`config.mk`:
```
export PLATFORM = sky130hd
export DESIGN_NAME = led_blink_timer_bank
export DESIGN_NICKNAME = d
export VERILOG_FILES = /design/src/design/lbtb_pkg.sv /design/src/design/led_blink_timer_bank.sv
export SDC_FILE = /design/constraint.sdc
export NUM_CORES = 1
export LEC_CHECK = 0
export BUFFER_PORTS_ARGS = -buffer_cell sky130_fd_sc_hd__clkbuf_2
export CORE_MARGIN = 4
export CORE_UTILIZATION = 40
export DETAILED_ROUTE_END_ITERATION = 8
export GPL_TIMING_DRIVEN = 0
export PLACE_DENSITY = 0.62
export SYNTH_ARGS = -nofsm -noshare
export SYNTH_HDL_FRONTEND = slang
export SYNTH_SLANG_ARGS = --single-unit
```
`constraint.sdc`:
```
create_clock -name clk -period 7.7 [get_ports clk]
set_clock_uncertainty 0.05 [all_clocks]
set_input_delay 0.385 -clock clk [delete_from_list [all_inputs] [get_ports clk]]
set_output_delay 0.385 -clock clk [all_outputs]
set_load 0.1 [all_outputs]
```
`src/design/lbtb_pkg.sv`:
```
// Shared types and constants for the LED blink timer bank.
`timescale 1ns / 1ps

package lbtb_pkg;

	// Number of LED units in the bank (1 to 2, as the unit port is one bit wide)
	localparam int UNITS = 2;

	// Unit index width
	localparam int UIDX_W = (UNITS > 1) ? $clog2(UNITS) : 1;

	// Number of units reported in the result fields
	localparam int REPORT = (UNITS < 2) ? UNITS : 2;

	// Field and state widths
	localparam int LEN_W   = 16;
	localparam int CNT_W   = 16;
	localparam int PHASE_W = 8;
	localparam int ON_W    = 17;

	// Length and count code that means forever
	localparam logic [LEN_W-1:0] FOREVER_CODE = '1;

	// Input function codes
	typedef enum logic [1:0] {
		FUNC_TICK  = 2'd0,
		FUNC_ON    = 2'd1,
		FUNC_BLINK = 2'd2,
		FUNC_OFF   = 2'd3
	} func_t;

	// Sequencer states
	typedef enum logic [1:0] {
		ST_IDLE,
		ST_TICK,
		ST_RESP
	} state_t;

endpackage

```
`src/design/led_blink_timer_bank.sv`:
```
// Top level of the LED blink timer bank: per-unit timer state and a unit-serial tick sequencer.
`timescale 1ns / 1ps

// Channel  Direction  Handshake           Payload
// in       sink       in_valid/in_stall   func, unit, length, blink_count
// out      source     out_valid/out_stall led_levels, active_mask
//
// A command is applied at the edge that accepts it; its result is shown the next cycle.
// A tick walks the units one per cycle through one shared tick unit, then shows the result.
// in_stall stays high from acceptance until the result transaction completes.
// arst_n clears every unit to dark and idle, with a phase length of one.
// A stalled result holds, as does all timer state, until out_stall drops.

module led_blink_timer_bank (
	input  logic        clk,
	input  logic        arst_n,
	input  logic        in_valid,
	output logic        in_stall,
	input  logic [1:0]  func,
	input  logic        unit,
	input  logic [15:0] length,
	input  logic [15:0] blink_count,
	output logic        out_valid,
	input  logic        out_stall,
	output logic [1:0]  led_levels,
	output logic [1:0]  active_mask
);

	localparam int U   = lbtb_pkg::UNITS;
	localparam int IW  = lbtb_pkg::UIDX_W;
	localparam int PW  = lbtb_pkg::PHASE_W;
	localparam int OW  = lbtb_pkg::ON_W;
	localparam int CW  = lbtb_pkg::CNT_W;

	// Per-unit timer state
	logic          blink_mode_q   [U];
	logic          lit_phase_q    [U];
	logic [PW-1:0] phase_ticks_q  [U];
	logic [PW-1:0] phase_length_q [U];
	logic [CW-1:0] blinks_left_q  [U];
	logic [OW-1:0] on_remaining_q [U];
	logic          on_forever_q   [U];
	logic          pin_level_q    [U];

	lbtb_pkg::state_t state_q, state_d;
	logic [IW-1:0]    idx_q;

	logic          in_fire, out_fire, do_cmd, do_tick, last_unit, unit_ok;
	logic [IW-1:0] cmd_idx;

	// Shared tick unit results for the visited unit
	logic          hit;
	logic          lit_n, pin_n;
	logic [PW-1:0] pt_n;
	logic [CW-1:0] bl_n;
	logic [OW-1:0] onr_n;

	assign in_stall  = (state_q != lbtb_pkg::ST_IDLE);
	assign out_valid = (state_q == lbtb_pkg::ST_RESP);
	assign in_fire   = in_valid && !in_stall;
	assign out_fire  = out_valid && !out_stall;
	assign unit_ok   = (int'(unit) < U);
	assign cmd_idx   = IW'(unit);
	assign do_cmd    = in_fire && (func != lbtb_pkg::FUNC_TICK) && unit_ok;
	assign do_tick   = (state_q == lbtb_pkg::ST_TICK);
	assign last_unit = (idx_q == IW'(U - 1));

	// Sequence: accept, walk units on a tick, then present the result
	always_comb begin
		state_d = state_q;
		case (state_q)
			lbtb_pkg::ST_IDLE: begin
				if (in_fire) begin
					state_d = (func == lbtb_pkg::FUNC_TICK) ? lbtb_pkg::ST_TICK
						: lbtb_pkg::ST_RESP;
				end
			end
			lbtb_pkg::ST_TICK: begin
				if (last_unit) state_d = lbtb_pkg::ST_RESP;
			end
			lbtb_pkg::ST_RESP: begin
				if (out_fire) state_d = lbtb_pkg::ST_IDLE;
			end
			default: state_d = lbtb_pkg::ST_IDLE;
		endcase
	end

	always_ff @(posedge clk or negedge arst_n) begin
		if (!arst_n) begin
			state_q <= lbtb_pkg::ST_IDLE;
			idx_q   <= '0;
		end else begin
			state_q <= state_d;
			if (in_fire) idx_q <= '0;
			else if (do_tick && !last_unit) idx_q <= idx_q + 1'b1;
		end
	end

	// Run the tick rule of the visited unit
	always_comb begin
		hit   = (phase_ticks_q[idx_q] >= phase_length_q[idx_q]);
		lit_n = lit_phase_q[idx_q];
		pin_n = pin_level_q[idx_q];
		pt_n  = phase_ticks_q[idx_q];
		bl_n  = blinks_left_q[idx_q];
		onr_n = on_remaining_q[idx_q];
		if (blink_mode_q[idx_q]) begin
			pt_n = phase_ticks_q[idx_q] + 1'b1;
			if (hit) begin
				if (!lit_phase_q[idx_q]) begin
					if (blinks_left_q[idx_q] != '0) begin
						if (blinks_left_q[idx_q] != lbtb_pkg::FOREVER_CODE) begin
							bl_n = blinks_left_q[idx_q] - 1'b1;
						end
						pt_n  = '0;
						lit_n = 1'b1;
						pin_n = 1'b1;
					end
				end else begin
					pt_n  = '0;
					lit_n = 1'b0;
					pin_n = 1'b0;
				end
			end
		end else if (on_forever_q[idx_q]) begin
			pin_n = 1'b1;
		end else if (on_remaining_q[idx_q] != '0) begin
			onr_n = on_remaining_q[idx_q] - 1'b1;
			pin_n = 1'b1;
		end else begin
			pin_n = 1'b0;
		end
	end

	// Write back tick results or apply a command
	always_ff @(posedge clk or negedge arst_n) begin
		if (!arst_n) begin
			for (int i = 0; i < U; i++) begin
				blink_mode_q[i]   <= 1'b0;
				lit_phase_q[i]    <= 1'b0;
				phase_ticks_q[i]  <= '0;
				phase_length_q[i] <= PW'(1);
				blinks_left_q[i]  <= '0;
				on_remaining_q[i] <= '0;
				on_forever_q[i]   <= 1'b0;
				pin_level_q[i]    <= 1'b0;
			end
		end else if (do_tick) begin
			lit_phase_q[idx_q]    <= lit_n;
			pin_level_q[idx_q]    <= pin_n;
			phase_ticks_q[idx_q]  <= pt_n;
			blinks_left_q[idx_q]  <= bl_n;
			on_remaining_q[idx_q] <= onr_n;
		end else if (do_cmd) begin
			pin_level_q[cmd_idx] <= (func == lbtb_pkg::FUNC_ON)
				|| (func == lbtb_pkg::FUNC_BLINK);
			if (func == lbtb_pkg::FUNC_BLINK) begin
				blink_mode_q[cmd_idx]   <= 1'b1;
				blinks_left_q[cmd_idx]  <= blink_count;
				phase_length_q[cmd_idx] <= length[PW-1:0];
				on_remaining_q[cmd_idx] <= '0;
				on_forever_q[cmd_idx]   <= 1'b0;
			end else if (func == lbtb_pkg::FUNC_ON) begin
				blink_mode_q[cmd_idx]   <= 1'b0;
				on_remaining_q[cmd_idx] <= {length, 1'b0};
				on_forever_q[cmd_idx]   <= (length == lbtb_pkg::FOREVER_CODE);
				blinks_left_q[cmd_idx]  <= '0;
			end else begin
				blink_mode_q[cmd_idx]   <= 1'b0;
				on_remaining_q[cmd_idx] <= '0;
				on_forever_q[cmd_idx]   <= 1'b0;
				blinks_left_q[cmd_idx]  <= '0;
			end
		end
	end

	// Report pin levels and activity of the first units
	always_comb begin
		led_levels  = '0;
		active_mask = '0;
		for (int u = 0; u < lbtb_pkg::REPORT; u++) begin
			led_levels[u]  = pin_level_q[u];
			active_mask[u] = (on_remaining_q[u] != '0) || (blinks_left_q[u] != '0);
		end
	end

	// A command result follows its transaction in the next cycle
	a_cmd_resp: assert property (@(posedge clk) disable iff (!arst_n)
		(in_fire && func != lbtb_pkg::FUNC_TICK) |=> out_valid)
		else $error("command result not presented");

	// A tick starts the unit walk at unit zero
	a_tick_start: assert property (@(posedge clk) disable iff (!arst_n)
		(in_fire && func == lbtb_pkg::FUNC_TICK) |=> (do_tick && idx_q == '0))
		else $error("tick walk did not start");

	// The walk never visits a unit beyond the bank
	a_idx_range: assert property (@(posedge clk) disable iff (!arst_n)
		do_tick |-> (int'(idx_q) < U))
		else $error("unit index out of range");

	// The walk ends with the result after the last unit
	a_tick_end: assert property (@(posedge clk) disable iff (!arst_n)
		(do_tick && last_unit) |=> out_valid)
		else $error("tick walk did not end in a result");

	// Timer state holds while a result waits
	a_hold: assert property (@(posedge clk) disable iff (!arst_n)
		(out_valid && out_stall) |=> ($stable(led_levels) && $stable(active_mask)))
		else $error("result changed while stalled");

endmodule

```
### Word level (Yosys, flattened, before mapping)

Index checks and enable logic that the tools add are counted.

| word-level totals | value |
|---|---|
| input bits | 39 |
| memories kept | 0 |
| bits in writable memories | 0 |
| output and inout bits | 6 |
| latch bits | 0 |
| memory bits (read-only) | 0 |
| register bits after elaboration | 109 |
| logic and storage cells | 165 |

| operators by class | value |
|---|---|
| order comparisons | 5 |
| reduce and logical (&&, ||, !) cells | 27 |
| shift-type cells | 0 |
| add/sub/neg operators | 4 |
| equal/unequal tests | 9 |
| multiply operators | 0 |
| multiplexer cells | 91 |
| div/mod/pow operators | 0 |
| bitwise gates (word level) | 11 |

Operators by type and width:

| operator | number |
|---|---|
| $mux 16 | 10 |
| $mux 17 | 8 |
| $mux 34 | 4 |
| $mux 32 | 3 |
| $mux 8 | 12 |
| $bwmux 34 | 2 |
| $bwmux 32 | 2 |
| $reduce_bool 17->1 | 3 |
| $reduce_bool 16->1 | 3 |
| $and 34x34->34 | 1 |
| $demux 17 s1 | 2 |
| $not 34->34 | 1 |
| $and 32x32->32 | 1 |
| $bwmux 16 | 2 |
| $demux 16 s1 | 2 |
| $not 32->32 | 1 |
| $mux 1 | 26 |
| $mux 2 | 9 |
| $sub 17x1->17 const B | 1 |
| $demux 8 s1 | 2 |
| $eq 16x16->1 const B | 1 |
| $ne 16x16->1 const B | 1 |
| $sub 16x1->16 const B | 1 |
| $add 8x1->8 const B | 1 |
| 23 further kinds | 48 |

### Depth between registers and ports, before layout

Gate-level depths: netlist of the first run.

| logic depth | value |
|---|---|
| depth in word-level cells | 12 |
| mapped depth | 15 |
| gate-level depth less buffers | 9 |

### Least setup slack after synthesis of the first run

Ideal clock, no wire load.

| timing | value |
|---|---|
| path kind | reg-to-reg |
| start point | reg idx_q |
| end point | reg blinks_left_q[3] (netlist name) |
| setup time | 0.118 ns |
| required time | 7.532 ns |
| stages on the path, launching flop included | 16 |
| setup slack | 3.582 ns |
| buffers on the path | 7 |
| period minus slack after synthesis | 4.118 ns |
| arrival time | 3.950 ns |
| path through | dfrtp_1 buf_4 clkbuf_8 clkbuf_8 buf_2 buf_1 buf_2 mux2_2 ha_1 nand2b_1 a2111o_1 a31oi_2 clkbuf_1 nor3_1 a22o_1 a21o_1 |

| between the ends | value |
|---|---|
| longest elaborated chain between the ends | 12 |
| elaborated cells on any way between the ends | 32 |
| classes of those cells | 1 x add/sub; 3 x order compare; 1 x eq/ne; 24 x mux; 1 x bitwise; 2 x reduce/logical |

Ends and longest elaborated chain:

| item | RTL line | RTL |
|---|---|---|
| start, declared | led_blink_timer_bank.sv:46 | `logic [IW-1:0] idx_q;` |
| start signal, assigned | led_blink_timer_bank.sv:95 | `else if (do_tick && !last_unit) idx_q <= idx_q + 1'b1;` |
| $not 1->2 (not written as such) * | n/a |  |
| $mux 16 (not written as such) (3 in series) | n/a |  |
| $sub 16x1->16 or $ne 16x16->1 (tied branches) | led_blink_timer_bank.sv:113, led_blink_timer_bank.sv:112 |  |
| $mux 16 | led_blink_timer_bank.sv:112 | `if (blinks_left_q[idx_q] != lbtb_pkg::FOREVER_CODE) begin` |
| $mux 16 | led_blink_timer_bank.sv:111 | `if (blinks_left_q[idx_q] != '0) begin` |
| $mux 16 | led_blink_timer_bank.sv:110 | `if (!lit_phase_q[idx_q]) begin` |
| $mux 16 | led_blink_timer_bank.sv:109 | `if (hit) begin` |
| $mux 16 | led_blink_timer_bank.sv:107 | `if (blink_mode_q[idx_q]) begin` |
| $bwmux 32 * | led_blink_timer_bank.sv:152 | `blinks_left_q[idx_q] <= bl_n;` |
| $mux 32 * | led_blink_timer_bank.sv:148 | `end else if (do_tick) begin` |
| end signal, assigned by index | led_blink_timer_bank.sv:152 |  |
| end signal, assigned by index | led_blink_timer_bank.sv:159 | `blinks_left_q[cmd_idx] <= blink_count;` |
| end, declared | led_blink_timer_bank.sv:40 | `logic [CW-1:0] blinks_left_q [U];` |

Every way passes the cells marked *; elsewhere a longest branch is shown, timed or not. The select of a mux whose other input is x is not followed.
A chain may end at the register's enable or synchronous reset.

### Worst setup path after layout of the first run

| timing | value |
|---|---|
| start point | reg idx_q |
| end point | reg pin_level_q (netlist bit led_levels[1]) |

| between the ends | value |
|---|---|
| longest elaborated chain between the ends | 11 |
| elaborated cells on any way between the ends | 41 |
| classes of those cells | 3 x order compare; 34 x mux; 1 x bitwise; 3 x reduce/logical |

Ends and longest elaborated chain:

| item | RTL line | RTL |
|---|---|---|
| $not 1->2 (not written as such) * | n/a |  |
| branches (longest 8 deep; another with $ge 8x8->1) | n/a |  |
| $bwmux 2 * | led_blink_timer_bank.sv:150 | `pin_level_q[idx_q] <= pin_n;` |
| $mux 2 * | led_blink_timer_bank.sv:148 |  |
| end signal, assigned by index | led_blink_timer_bank.sv:150 |  |
| end signal, assigned by index | led_blink_timer_bank.sv:155 | `pin_level_q[cmd_idx] <= (func == lbtb_pkg::FUNC_ON)` |
| end, declared | led_blink_timer_bank.sv:43 | `logic pin_level_q [U];` |

Mark *: on every way between the ends. The select of a mux whose other input is x is not followed.

==> flow_metrics.py, run 1 <==
metrics = {
    "timing": {
        "worst_slack_ns": 1.63,
        "hold_slack_ns": 0.0215,
        "setup_tns_ns": 0,
        "finalCriticalPeriod_ns": 6.07,
        "slew_violations": 0,
        "rsz0062_at_grt": "no",
        "fmax_mhz": 165,
        "hold_viol": 0,
        "slew_headroom": 0.159,
        "tightest_slew_ns": 1.26,
        "setup_viol": 0,
        "post-route-period-util": 0.788,
    },
    "grt": {
        "first_global_vias": 7105,
        "grt_max_degree": 110,
        "grt-ovfl-total": 0,
        "antenna_found_initial": 0,
        "grt_pass1_wl_um": 41900,
        "track_usage": 0.266,
    },
    "floorplanning": {
        "ioPinCount": 45,
        "core-area_um2": 18000,
        "rows": 49,
        "die_area_um2": 20500,
        "start_util": 0.406,
        "die_y_um": 143,
        "die_w_um": 143,
    },
    "clocking": {
        "ctsHoldBuffers": 0,
        "cts_setup_buffers": 0,
        "clk_latency_ns": 0.37,
        "post_cts_resized": 0,
        "cts_buffers": 9,
        "cts-root-buf": "clkbuf_16",
        "cts_tree": "done",
        "cts_max_level": 3,
        "clk_pin_slew_ns": 0.07,
        "clock_path_buffers": 2,
        "cts.sinks": 109,
    },
    "synthesis": {
        "synth-seq-area-share": 0.374,
        "avgSynthCellArea_um2": 8.98,
        "synthFlopType": "dfrtp_1",
        "syn_nets": 867,
        "synth_seq_cells": 109,
        "synth_edf_count": 0,
        "syn_inst": 812,
        "yosysWarnings": 0,
        "synth_area_um2": 7290,
        "synth_cell_type_count": 79,
        "synthArstFlopShare": 1.00,
    },
    "route": {
        "wl_um": 27000,
        "firstDrtPassIters": 6,
        "wl_met1_um": 11400,
        "top_layer": "met4",
        "vias": 7229,
        "wl_met2_um": 11900,
        "vias_per_cell": 6.56,
        "wl_per_cell_um": 24.5,
        "drc": 0,
        "first_iter_violations": 778,
        "wl_met3_um": 2550,
        "antenna_left": 0,
    },
    "worst_setup_path": {
        "path_class": "flip-flop to flip-flop",
        "cp_data_required_time_ns": 7.87,
        "critPathMaxFanout": 10,
        "crit_arrival_ns": 6.24,
        "cp-start-kind": "flip-flop",
        "endpoint_kind": "flip-flop",
    },
    "cells_and_area": {
        "layout-drive-gt1-share": 0.140,
        "area_growth_pct": 11.8,
        "nets": 923,
        "diodes": 0,
        "mostFrequentLayoutCells": "dfrtp_1 (107), nand2_1 (83), o21ai_0 (66), nor2_1 (49), clkbuf_2 (43)",
        "layout_commonest_cell": "dfrtp_1",
    },
    "power_and_ir_drop": {
        "leakagePower_uw": 0.00347,
        "pwr_density_cell_nw_per_um2": 399,
        "ir_drop_mv": 0.290,
    },
    "job": {
        "drv_cap": 0,
    },
    "placement": {
        "gp_congestion": 0.977,
        "port_buffers": 44,
        "dp_slack_ns": 1.80,
        "hpwl_um": 19100,
    },
    "hold_path": {
        "hold_path.class": "input pin to asynchronous set/reset pin",
    },
    "outcome": {
        "status": "completed",
    },
}
[path summary, 6_finish.rpt]
check | from | endpoint | slack (ns) | cells past startpoint
max in group asynchronous | arst_n | phase_ticks_q[1] | 7.10 | 2
worst max-delay path | idx_q | led_levels[1] | 1.63 | 15
worst min register to register | phase_ticks_q[6] | phase_ticks_q[6] | 0.43 | 1
worst max register to register | idx_q | led_levels[1] | 1.63 | 15
worst min-delay path | arst_n | on_remaining_q[14] | 0.02 | 2
min in group clk | blink_count[6] | blinks_left_q[22] | 0.21 | 3
[report_power, final]
part / leakage [uW] / switching [uW] / internal (uW)
registers: 0.00144 / 279 / 784
clock network: 0.000155 / 230 / 288
logic: 0.00188 / 1070 / 596
[logic make-up (layout without fill, tap and decap cells)]
family | after synthesis | in the layout | synth area share
AND/OR/NAND/NOR | 306 | 306 | 0.214
AO/OA/AOI/OAI | 253 | 253 | 0.246
flip-flops | 109 | 109 | 0.374
buffers and inverters | 64 | 125 | 0.0472
multiplexers | 59 | 59 | 0.0854
adder cells (fa/ha/maj) | 16 | 16 | 0.0274
XOR/XNOR | 5 | 5 | 0.00600
[flip-flops by register name (all words and copies together), names as in the netlist, named ones only]
| register | flops |
|---|---|
| idx_q | 1 |
| led_levels | 2 |
| on_remaining_q | 34 |
| on_forever_q | 2 |
| phase_length_q | 16 |
| phase_ticks_q | 16 |
| blinks_left_q | 32 |
| state_q | 2 |
| lit_phase_q | 2 |
[synthesized netlist by cell type, drive strengths merged, types with 12 or more instances]
| library cell | n | area share |
|---|---|---|
| a21oi | 35 | 0.024 |
| mux2 | 26 | 0.040 |
| dfrtp | 107 | 0.37 |
| mux2i | 33 | 0.045 |
| o21ai | 67 | 0.048 |
| nor2 | 50 | 0.026 |
| a22oi | 23 | 0.024 |
| nor3 | 39 | 0.027 |
| o31ai | 16 | 0.016 |
| buf | 12 | 0.013 |
| ha | 16 | 0.027 |
| clkbuf | 33 | 0.022 |
| nor4 | 17 | 0.015 |
| inv | 17 | 0.0087 |
| and3 | 14 | 0.012 |
| a32oi | 12 | 0.014 |
| nand3 | 28 | 0.019 |
| nand4 | 15 | 0.013 |
| nand2 | 83 | 0.043 |
[worst max-delay path: stages (launching register included)]
cell and delay, ns:
dfrtp_1 0.54, buf_4 0.27, clkbuf_8 0.20, clkbuf_8 0.20, buf_2 0.35, buf_1 0.71, buf_2 0.50, mux2_2 0.40
ha_1 0.29, nand2b_1 0.14, a2111o_1 0.44, a31oi_2 0.56, clkbuf_1 0.47, nor2_1 0.18, o211ai_1 0.42, a32oi_1 0.18
[area by class of cell]
class / instances / area [um2]
inverter: 17 / 63.8
multi-input combinational: 639 / 4220
timing repair buffer: 45 / 256
fill: 1788 / 9810
buffer: 47 / 280
sequential: 109 / 2730
tap: 229 / 287
clock inverter: 5 / 82.6
clock buffer: 11 / 233
[per-stage QoR]
| stage | utilization | power [uW] | cell area (um2) | cells |
|---|---|---|---|---|
| CTS | 0.454 | 3210 | 8150 | 1102 |
| detailed placement | 0.436 | 2680 | 7840 | 1086 |
| global placement | 0.434 | 2660 | 7800 | 1085 |
| finish | 0.454 | 3250 | 8150 | 1102 |
| floorplan | - | 2160 | 7290 | 812 |
| global route | 0.454 | 3450 | 8150 | 1102 |
[per-layer routing]
metal  track usage  vias up
met5             0        -
met4         0.116        0
met3        0.0489       78
met2         0.411      408
met1         0.366     3518
li1              -     3225
Power figures use the tool's default switching activity.
==> run 2, diff against run 1 <==
--- a/config.mk
+++ b/config.mk
@@ -10,7 +10,7 @@
 export CORE_UTILIZATION = 40
 export DETAILED_ROUTE_END_ITERATION = 8
 export GPL_TIMING_DRIVEN = 0
-export PLACE_DENSITY = 0.62
+export PLACE_DENSITY = 0.65
 export SYNTH_ARGS = -nofsm -noshare
 export SYNTH_HDL_FRONTEND = slang
 export SYNTH_SLANG_ARGS = --single-unit
==> constraint.sdc (replaced) <==
create_clock -name clk -period 4.9 [get_ports clk]
set_clock_uncertainty 0.05 [all_clocks]
set_input_delay 0.245 -clock clk [delete_from_list [all_inputs] [get_ports clk]]
set_output_delay 0.245 -clock clk [all_outputs]
set_load 0.1 [all_outputs]
==> flow_metrics.py, run 2 (same netlist as run 1, synthesis figures left out) <==
metrics = {
    "grt": {
        "grt-ovfl-total": 0,
        "first_global_vias": 6869,
        "track_usage": 0.261,
        "grt_pass1_wl_um": 40600,
        "grt_max_degree": 110,
        "antenna_found_initial": 0,
    },
    "cells_and_area": {
        "nets": 925,
        "top_register": "on_remaining_q",
        "mostFrequentLayoutCells": "dfrtp_1 (107), nand2_1 (83), o21ai_0 (66), nor2_1 (49), clkbuf_2 (45)",
        "layout-drive-gt1-share": 0.145,
        "nFillCells": 1752,
        "register_area_um2": 2730,
        "area_growth_pct": 12.1,
        "final_cell_count_no_fill": 1104,
        "layout_commonest_cell": "dfrtp_1",
        "top_regs": "on_remaining_q x34, blinks_left_q x32",
        "diodes": 0,
        "multi_input_area_um2": 4240,
        "largest_reg_flops": 34,
    },
    "outcome": {
        "status": "completed",
    },
    "hold_path": {
        "min_from": "blink_count[5]",
        "hold_path.class": "input pin to flip-flop",
    },
    "clocking": {
        "cts_buffers": 9,
        "clk_latency_ns": 0.37,
        "clk_pin_slew_ns": 0.08,
        "clock_path_buffers": 2,
        "cts_tree": "done",
        "cts.sinks": 109,
        "cts-root-buf": "clkbuf_16",
        "cts_max_level": 3,
    },
    "route": {
        "wl_um": 26300,
        "first_iter_violations": 897,
        "vias": 7236,
        "vias_per_cell": 6.55,
        "antenna_left": 0,
        "drc": 0,
        "firstDrtPassIters": 6,
        "wl_per_cell_um": 23.8,
    },
    "worst_setup_path": {
        "cp_data_required_time_ns": 5.08,
        "crit_end": "led_levels[1]",
        "r2r_slack_ns": 0.07,
        "critPathMaxFanout": 10,
        "r2r_start": "idx_q",
        "cp-start-kind": "flip-flop",
        "r2r_cells": 15,
        "path_class": "flip-flop to flip-flop",
        "endpoint_kind": "flip-flop",
        "timing.rr.end": "led_levels[1]",
        "crit_arrival_ns": 5.01,
        "startpoint": "idx_q",
    },
    "timing": {
        "tightest_slew_ns": 1.29,
        "setup_viol": 0,
        "finalCriticalPeriod_ns": 4.83,
        "post-route-period-util": 0.986,
        "hold_viol": 0,
        "slew_violations": 0,
        "slew_headroom": 0.143,
        "fmax_mhz": 207,
        "rsz0062_at_grt": "no",
    },
    "power_and_ir_drop": {
        "power_uw": 5070,
        "pwr_density_cell_nw_per_um2": 620,
        "ir_drop_mv": 0.651,
        "leakagePower_uw": 0.00348,
    },
    "floorplanning": {
        "ioPinCount": 45,
        "die_area_um2": 20500,
        "core-area_um2": 18000,
        "die_y_um": 143,
        "die_w_um": 143,
        "rows": 49,
        "start_util": 0.406,
    },
    "placement": {
        "hpwl_um": 18600,
        "dp_cells": 1086,
        "port_buffers": 44,
        "gp_congestion": 0.971,
    },
    "job": {
        "drv_cap": 0,
    },
}
run 2: worst max-delay path, cell delays in order (launching register included):
cell and delay (ns):
dfrtp_1 0.51, buf_4 0.26, clkbuf_8 0.21, clkbuf_8 0.20, buf_2 0.35, buf_4 0.30, buf_4 0.29, mux2_2 0.39
ha_1 0.29, nand2b_1 0.14, a2111o_1 0.46, a31oi_4 0.24, clkbuf_2 0.28, nor2_1 0.14, o211ai_1 0.39, a32oi_1 0.17
run 2: how the worst min path moves through the flow:
stage	endpoint	cells after the start
global placement	phase_ticks_q[15]	2
CTS	blinks_left_q[27]	3
global route	blinks_left_q[22]	3
detailed placement	on_remaining_q[12]	2
floorplan	asynchronous set/reset pin	0
finish	blinks_left_q[21]	3
run 2: metrics by stage:
stage	hold slack (ns)	setup TNS (ns)	util	setup WS (ns)	area, um2
2_1_floorplan	-0.101	0	-	0.782	7290
3_5_place_dp	0.326	-17.72	0.436	-0.904	7840
4_1_cts	0.0663	0	0.455	0.120	8180
5_1_grt	0.0640	0	0.455	0.00882	8180
3_3_place_gp	0.407	-19.98	0.434	-0.931	7800
6_report	0.0673	0	0.455	0.0680	8180
run 2: what timing repair did:
| item | CTS | global route |
|---|---|---|
| hold endpoints to repair | 107 | 0 |
| buffers inserted | 1 | 0 |
| cloned | 0 | 0 |
| pin swaps | 1 | 0 |
| setup endpoints to repair | 51 | 14 |
| hold buffers | 1 | 0 |
| gates resized for setup | 6 | 1 |
run 2: cell type report:
class / count / area share
multi-input combinational: 639 / 0.518
sequential: 109 / 0.334
buffer: 47 / 0.0353
tap: 229 / 0.0350
timing repair buffer: 47 / 0.0335
clock buffer: 12 / 0.0301
inverter: 17 / 0.00780
clock inverter: 4 / 0.00673
run 2: per-layer routing:
metal  track usage  routed length, um
met1         0.359              11000
met4        0.0940                938
met2         0.395              11700
met5             0                  0
met3        0.0717               2730
run 2: report_power, final:
| group | switching (uW) | total (uW) | internal, uW |
|---|---|---|---|
| logic | 1670 | 2620 | 946 |
| clock network | 369 | 784 | 416 |
| registers | 433 | 1670 | 1230 |
